`src/rtl/ggs_pkg.sv`:
```
// Shared types and constants for the grid Gaussian smoother.
// No dependencies.
`default_nettype none
package ggs_pkg;
  localparam int GridCells = 4096;
  localparam int MaxRadius = 7;
  localparam int PtrW = 12;
  localparam logic [2:0] RegWidth = 3'd0;
  localparam logic [2:0] RegHeight = 3'd1;
  localparam logic [2:0] RegRadius = 3'd2;
  localparam logic [2:0] RegWLow = 3'd3;
  localparam logic [2:0] RegWHigh = 3'd4;
  typedef enum logic [2:0] {
    ST_IDLE, ST_LOAD, ST_ISSUE, ST_DIV, ST_OUT
  } state_t;
  typedef struct packed {
    logic start_load;
    logic start_comp;
    logic tap_step;
    logic div_start;
    logic div_step;
    logic finish;
  } cmd_t;
  typedef struct packed {
    logic taps_done;
    logic div_done;
  } sts_t;
endpackage
`default_nettype wire

```
`src/rtl/ggs_ctrl.sv`:
```
// Controller state machine for the smoother.
// Depends on ggs_pkg.
`default_nettype none
module ggs_ctrl (
  input  wire logic         clk,
  input  wire logic         rst_n,
  input  wire logic         in_valid,
  input  wire logic         in_mode,
  output logic              in_ready,
  output logic              out_valid,
  input  wire logic         out_ready,
  input  wire ggs_pkg::sts_t sts,
  output ggs_pkg::cmd_t     cmd
);
  ggs_pkg::state_t state_r, state_nxt;
  always_ff @(posedge clk) begin
    if (!rst_n) state_r <= ggs_pkg::ST_IDLE;
    else state_r <= state_nxt;
  end
  always_comb begin
    state_nxt = state_r;
    cmd = '0;
    in_ready = 1'b0;
    out_valid = 1'b0;
    case (state_r)
      ggs_pkg::ST_IDLE: begin
        in_ready = 1'b1;
        if (in_valid) begin
          if (in_mode) begin
            cmd.start_comp = 1'b1;
            state_nxt = ggs_pkg::ST_ISSUE;
          end else begin
            cmd.start_load = 1'b1;
            state_nxt = ggs_pkg::ST_LOAD;
          end
        end
      end
      ggs_pkg::ST_LOAD: state_nxt = ggs_pkg::ST_IDLE;
      ggs_pkg::ST_ISSUE: begin
        cmd.tap_step = 1'b1;
        if (sts.taps_done) begin
          cmd.div_start = 1'b1;
          state_nxt = ggs_pkg::ST_DIV;
        end
      end
      ggs_pkg::ST_DIV: begin
        cmd.div_step = 1'b1;
        if (sts.div_done) state_nxt = ggs_pkg::ST_OUT;
      end
      ggs_pkg::ST_OUT: begin
        out_valid = 1'b1;
        if (out_ready) begin
          cmd.finish = 1'b1;
          state_nxt = ggs_pkg::ST_IDLE;
        end
      end
      default: state_nxt = ggs_pkg::ST_IDLE;
    endcase
  end
endmodule
`default_nettype wire

```
`config.mk`:
```
export PLATFORM = sky130hd
export DESIGN_NAME = ggs_ctrl
export DESIGN_NICKNAME = d
export VERILOG_FILES = /design/src/rtl/ggs_pkg.sv /design/src/rtl/ggs_ctrl.sv
export SDC_FILE = /design/constraint.sdc
export NUM_CORES = 1
export LEC_CHECK = 0
export BUFFER_PORTS_ARGS = -buffer_cell sky130_fd_sc_hd__buf_2
export CORE_AREA = 2 2 39 41
export DETAILED_ROUTE_END_ITERATION = 12
export DIE_AREA = 0 0 41 43
export HOLD_SLACK_MARGIN = 0.02
export SLEW_MARGIN = 10
export SYNTH_ARGS = -nofsm -noshare
export SYNTH_HDL_FRONTEND = slang
export SYNTH_SLANG_ARGS = --single-unit
export TNS_END_PERCENT = 10
```
`constraint.sdc`:
```
create_clock -name clk -period 1 [get_ports clk]
set_input_delay 0.15 -clock clk [delete_from_list [all_inputs] [get_ports clk]]
set_output_delay 0.15 -clock clk [all_outputs]
set_load 0.005 [all_outputs]
```
==> results of run 1 <==
## layer usage
metal,vias up,global-route usage (%)
li1,119,-
met1,109,6.73
met2,7,10.0
met3,0,6.28
met4,0,6.00
met5,-,0
## worst max-delay path, stage by stage, from the launching register on
cell	delay, ns
dfxtp_4	0.36
nor3b_2	0.17
buf_4	0.13
and2_1	0.10
buf_2	0.10
## logic make-up after synthesis
family / synth area share (%)
AND/OR/NAND/NOR: 44.8
AO/OA/AOI/OAI: 17.5
flip-flops: 33.6
buffers and inverters: 4.20
## layout make-up
| class | count | area, um2 | share of cell area, % |
|---|---|---|---|
| sequential | 3 | 68.8 | 19.3 |
| multi-input combinational | 17 | 139 | 38.9 |
| tap | 16 | 20.0 | 5.61 |
| timing repair buffer | 16 | 95.1 | 26.7 |
| inverter | 2 | 7.51 | 2.11 |
| clock buffer | 4 | 26.3 | 7.37 |
## power by group
group	switching [mW]	leakage [nW]	internal, mW
Clock	0.0577	0.0150	0.149
Combinational	0.0310	0.131	0.0440
Sequential	0.0139	0.0264	0.126
## synth_stat cells (all sizes together)
library cell  instances
dfxtp                 3
a21oi                 2
and2                  2
and3b                 2
inv                   2
nor3                  2
a2111oi               1
and3                  1
nand2                 1
nand2b                1
nor2                  1
nor3b                 1
nor4b                 1
o21a                  1
o21ai                 1
## path summary, 6_finish.rpt
check,startpoint,to,slack [ns],cells past startpoint
min,rst_n,state_r[0],0.16,2
max reg2reg,state_r[0],state_r[0],-0.08,3
max,state_r[1],cmd[0],-0.23,4
min reg2reg,state_r[2],state_r[1],0.57,2
## through the flow
step	worst slack (ns)	utilization (%)
CTS	-0.259	24.9
global placement	-0.0955	20.5
global route	-0.314	25.8
detailed placement	-0.105	20.5
floorplan	-0.0169	-
finish	-0.233	25.8
## cell usage in the layout (no fill, tap or decap), types with 2 or more instances in the layout
master    synthesis  layout
buf_2             0      13
clkbuf_4          0       3
inv_1             2       2
nor3_4            0       2
and3b_2           2       2
and2_1            2       2
a21oi_1           2       2
buf_6             0       2
dfxtp_4           0       2
## repair_timing
item	in CTS	in global routing
gates resized for setup	10	2
gates cloned	0	0
endpoints found under the setup margin	10	10
pin swaps	3	4
setup buffers	0	0
==> out/metrics.yaml, run 1 <==
clock_sinks: 3
cap_viol_max_count: 0
die_area_um2: 1760
power_density_nw_per_um2: 1180
die_h_um: 43
syn_inst: 22
post_drt_wl_per_cell_um: 8.86
fin_area_um2: 357
io_buffers: 14
finalNonFillerCells: 58
p_total_mw: 0.422
grt_usage_pct: 7.42
clk_pin_slew_worst_paths_ns: 0.03
syn_to_final_growth_pct: 99.3
antenna_found_initial: 0
wl_met3_um: 47
start_util_pct: 12.9
ys_types: 15
status: "finished, violations left"
io-pin-count: 15
holdWs_ns: 0.156
ys_seq_area_share_pct: 33.6
largest_reg_flops: 3
violations: "negative setup slack"
cts_tree: "built"
fin_skew_ns: 0.0000727
placed_cells: 54
dr.pass1.iters: 2
htreeDepth: 1
ir_drop_mv: 0.411
worstPathArrival_ns: 1.08
setup.worst_path.class: "reg2out"
syn_area_um2: 179
first_iter_violations: 1
start_kind: "flip-flop"
cts_hold_buf: 0
critPathCaptureType: "output port"
worstPathRequired_ns: 0.85
n_antenna_cell: 0
finalCriticalPeriod_ns: 1.23
top_layer: "met3"
n_fill_cell: 160
core_um2: 1380
drt_wl_total_um: 514
drv_slew: 0
fin_ws_ns: -0.233
worstMarginPinSlew_ns: 0.397
ant_nets: 0
hold_path_class: "in2reg"
p_leak_nw: 0.172
die_width_um: 41
routabilityCongestion: 0.650
overflow: 0
finalSetupViolations: 9
clockBufferDepth: 2
vias_per_cell: 4.05
vias: 235
drive_above_1_share_pct: 66.7
fin_crit_sh_pct: 123
setup_tns_ns: -1.46
num_rows: 14
synth_top_area_share_pct: 33.6
reg.largest.list: "state_r (3)"
syn-num-nets: 29
numCtsBuffers: 3
finalNetCount: 50
grt_max_degree: 8
synth_area_leaders: "dfxtp_1, and3b_2, and2_1"
max_freq_mhz: 811
synth-seq-cells: 3
cts-root-buf: "clkbuf_4"
drc: 0
path_max_fanout: 5
grt_pass1_vias: 220
placed_cell_area_um2: 284
m1WireLength_um: 193
finalHoldViolations: 0
synth_area_per_cell_um2: 8.13
grt_first_pass_wirelength_um: 807
top_register: "state_r"
yosys.area.top_type: "dfxtp_1"
wl_met2_um: 273
ys_warn_count: 0
clk_latency_ns: 0.23
relSlewSlack_pct: 72.8
rsz0062_at_grt: "true"
Power figures use the tool's default switching activity.
==> run 2: changes to the inputs <==
--- a/config.mk
+++ b/config.mk
@@ -5,6 +5,7 @@
 export SDC_FILE = /design/constraint.sdc
 export NUM_CORES = 1
 export LEC_CHECK = 0
+export ABC_AREA = 1
 export BUFFER_PORTS_ARGS = -buffer_cell sky130_fd_sc_hd__buf_2
 export CORE_AREA = 2 2 39 41
 export DETAILED_ROUTE_END_ITERATION = 12
==> run 2 against run 1 <==
The run still ends with negative setup slack left; register-to-register slack worse by 0.03 ns; die area stayed put; critical path depth unchanged; combinational power increased to 4.5 times the previous value; synthesized cell count increased by 82%; clock skew increased by 0.0064 ns; sequential power rose by 32%; fmax increased by 5.3%; sequential share of layout area is 3.6 points lower; via count up 34%.
==> out/metrics.yaml, run 2 <==
drc: 0
clock_sinks: 3
critPathCaptureType: "output port"
layout_common_cells: "buf_2, inv_1, nand2_1, buf_4"
worstMarginPinSlew_ns: 0.179
setup.worst_path.class: "reg2out"
clockBufferDepth: 2
start_kind: "flip-flop"
largest_reg_flops: 3
violations: "negative setup slack"
grt_max_degree: 6
final_common_cell: "buf_2"
intPower_mw: 0.465
syn_area_um2: 223
finalHoldViolations: 0
yosys.area.top_type: "dfxtp_1"
syn_inst: 40
grt_usage_pct: 9.33
io_buffers: 14
finalSetupViolations: 11
ys_warn_count: 0
max_stage_delay_ns: 0.36
p_leak_nw: 0.243
syn_to_final_growth_pct: 103
worstPathArrival_ns: 1.02
p_seq_share_pct: 25.0
drv_slew: 0
synthTopCellsByCount: "nand2_1, inv_1, a21oi_1, nand3_1"
ant_nets: 0
swShare_pct: 37.0
finalCriticalPeriod_ns: 1.17
synth_edf_count: 0
power.clock.fraction_pct: 29.1
synth_most_common_cell: "nand2_1"
crit_family: "flip-flops"
n_fill_cell: 164
synth_top_area_share_pct: 27.0
p_comb_share_pct: 45.9
dp_hpwl_um: 542
fin_skew_ns: 0.00649
cts-root-buf: "clkbuf_4"
io-pin-count: 15
die_area_um2: 1760
ys_types: 11
async_flop_share_pct: 0
clk_pin_slew_worst_paths_ns: 0.04
p_total_mw: 0.737
vias_per_cell: 3.94
numCtsBuffers: 3
grt_pass1_vias: 273
worstPathRequired_ns: 0.85
dr.pass1.iters: 2
status: "finished, violations left"
drt_wl_total_um: 671
cts_tree: "built"
ys_seq_area_share_pct: 27.0
ir_drop_mv: 0.558
reg.largest.list: "state_r (3)"
overflow: 0
top_register: "state_r"
ys.flop_type: "dfxtp_1"
first_iter_violations: 1
fin_ws_ns: -0.171
pre_cts_slack_ns: -0.0833
core_um2: 1380
vias: 315
routabilityCongestion: 0.635
clk_latency_ns: 0.24
htreeDepth: 1
path_cells: "nor2_4, nand2_4, nor3_2, buf_2"
antenna_found_initial: 0
n_antenna_cell: 0
synth_area_leaders: "dfxtp_1, nand2_1, inv_1"
synth_area_per_cell_um2: 5.57
cap_viol_max_count: 0
grt_first_pass_wirelength_mm: 1.03
die_h_um: 43
syn-num-nets: 47
max_freq_mhz: 854
finalNetCount: 72
rsz0062_at_grt: "true"
num_rows: 14
cp.buffers_inverters: 1
path_max_fanout: 5
slowest_stage: "dfxtp_4"
fin_crit_sh_pct: 117
post_drt_wl_per_cell_um: 8.39
relSlewSlack_pct: 88.0
p_sw_mw: 0.273
start_util_pct: 16.1
power_density_nw_per_um2: 1630
drive_above_1_share_pct: 64.1
die_width_um: 41
hold_path_class: "in2reg"
synth-seq-cells: 3
-- run 2: final cells by class --
type	instances	area (um2)	share of cell area (%)
Tap cell	16	20.0	4.42
Clock buffer	4	26.3	5.80
Multi-Input combinational cell	27	176	39.0
Timing Repair Buffer	20	121	26.8
Sequential cell	3	71.3	15.7
Inverter	10	37.5	8.29
-- run 2: cells by family (layout without fill, tap and decap cells) --
group	count (synthesis)	in the layout	share of synthesized area [%]
buffers and inverters	10	34	16.9
and+or+nand+nor	22	22	44.9
AOI/OAI and AO/OA	5	5	11.2
DFF	3	3	27.0
-- run 2: power groups by stage --
stage | Sequential [mW] | Clock (mW) | Combinational (mW)
floorplan | 0.160 | 0 | 0.145
finish | 0.185 | 0.215 | 0.338
global placement | 0.164 | 0 | 0.225
global route | 0.186 | 0.241 | 0.375
CTS | 0.176 | 0.229 | 0.294
detailed placement | 0.166 | 0 | 0.227
-- run 2: worst register-to-register path: cells and delay by family, from the launching register on --
kind / cells / cell delay, ns
AND/OR/NAND/NOR: 5 / 0.38
flip-flops: 1 / 0.38
buffers and inverters: 1 / 0.13
AO/OA/AOI/OAI: 1 / 0.12
-- run 2: repair_timing --
action | in CTS | in global routing
hold endpoints to repair | 0 | 0
gates cloned | 0 | 0
buffers inserted | 1 | 3
endpoints found under the setup margin | 11 | 11
pin swaps | 4 | 4
hold buffers | 0 | 0
resized for setup | 15 | 5
-- run 2: final timing paths --
kind | from | endpoint | slack, ns | depth (start not counted)
max | state_r[0] | cmd[5] | -0.17 | 4
min reg2reg | state_r[2] | state_r[0] | 0.60 | 3
max reg2reg | state_r[1] | state_r[0] | -0.11 | 7
min | rst_n | state_r[2] | 0.16 | 3
-- run 2: stage by stage --
stage          cell area (um2)  hold WS (ns)  util (%)  TNS, ns  cells
3_5_place_dp               328         0.417      23.7   -0.273     72
5_1_grt                    453         0.171      32.7    -2.07     80
6_report                   453         0.160      32.7    -1.41     80
3_3_place_gp               328         0.415      23.7   -0.130     72
4_1_cts                    408         0.151      29.5    -1.59     77
2_1_floorplan              223         0.282         -        0     40
-- run 2: metal layers --
| metal | vias to the layer above | track usage (%) | routed length (um) |
|---|---|---|---|
| li1 | 173 | - | - |
| met1 | 132 | 9.94 | 277 |
| met2 | 10 | 12.8 | 338 |
| met3 | 0 | 7.85 | 55 |
| met4 | 0 | 4.00 | 0 |
| met5 | - | 0 | 0 |
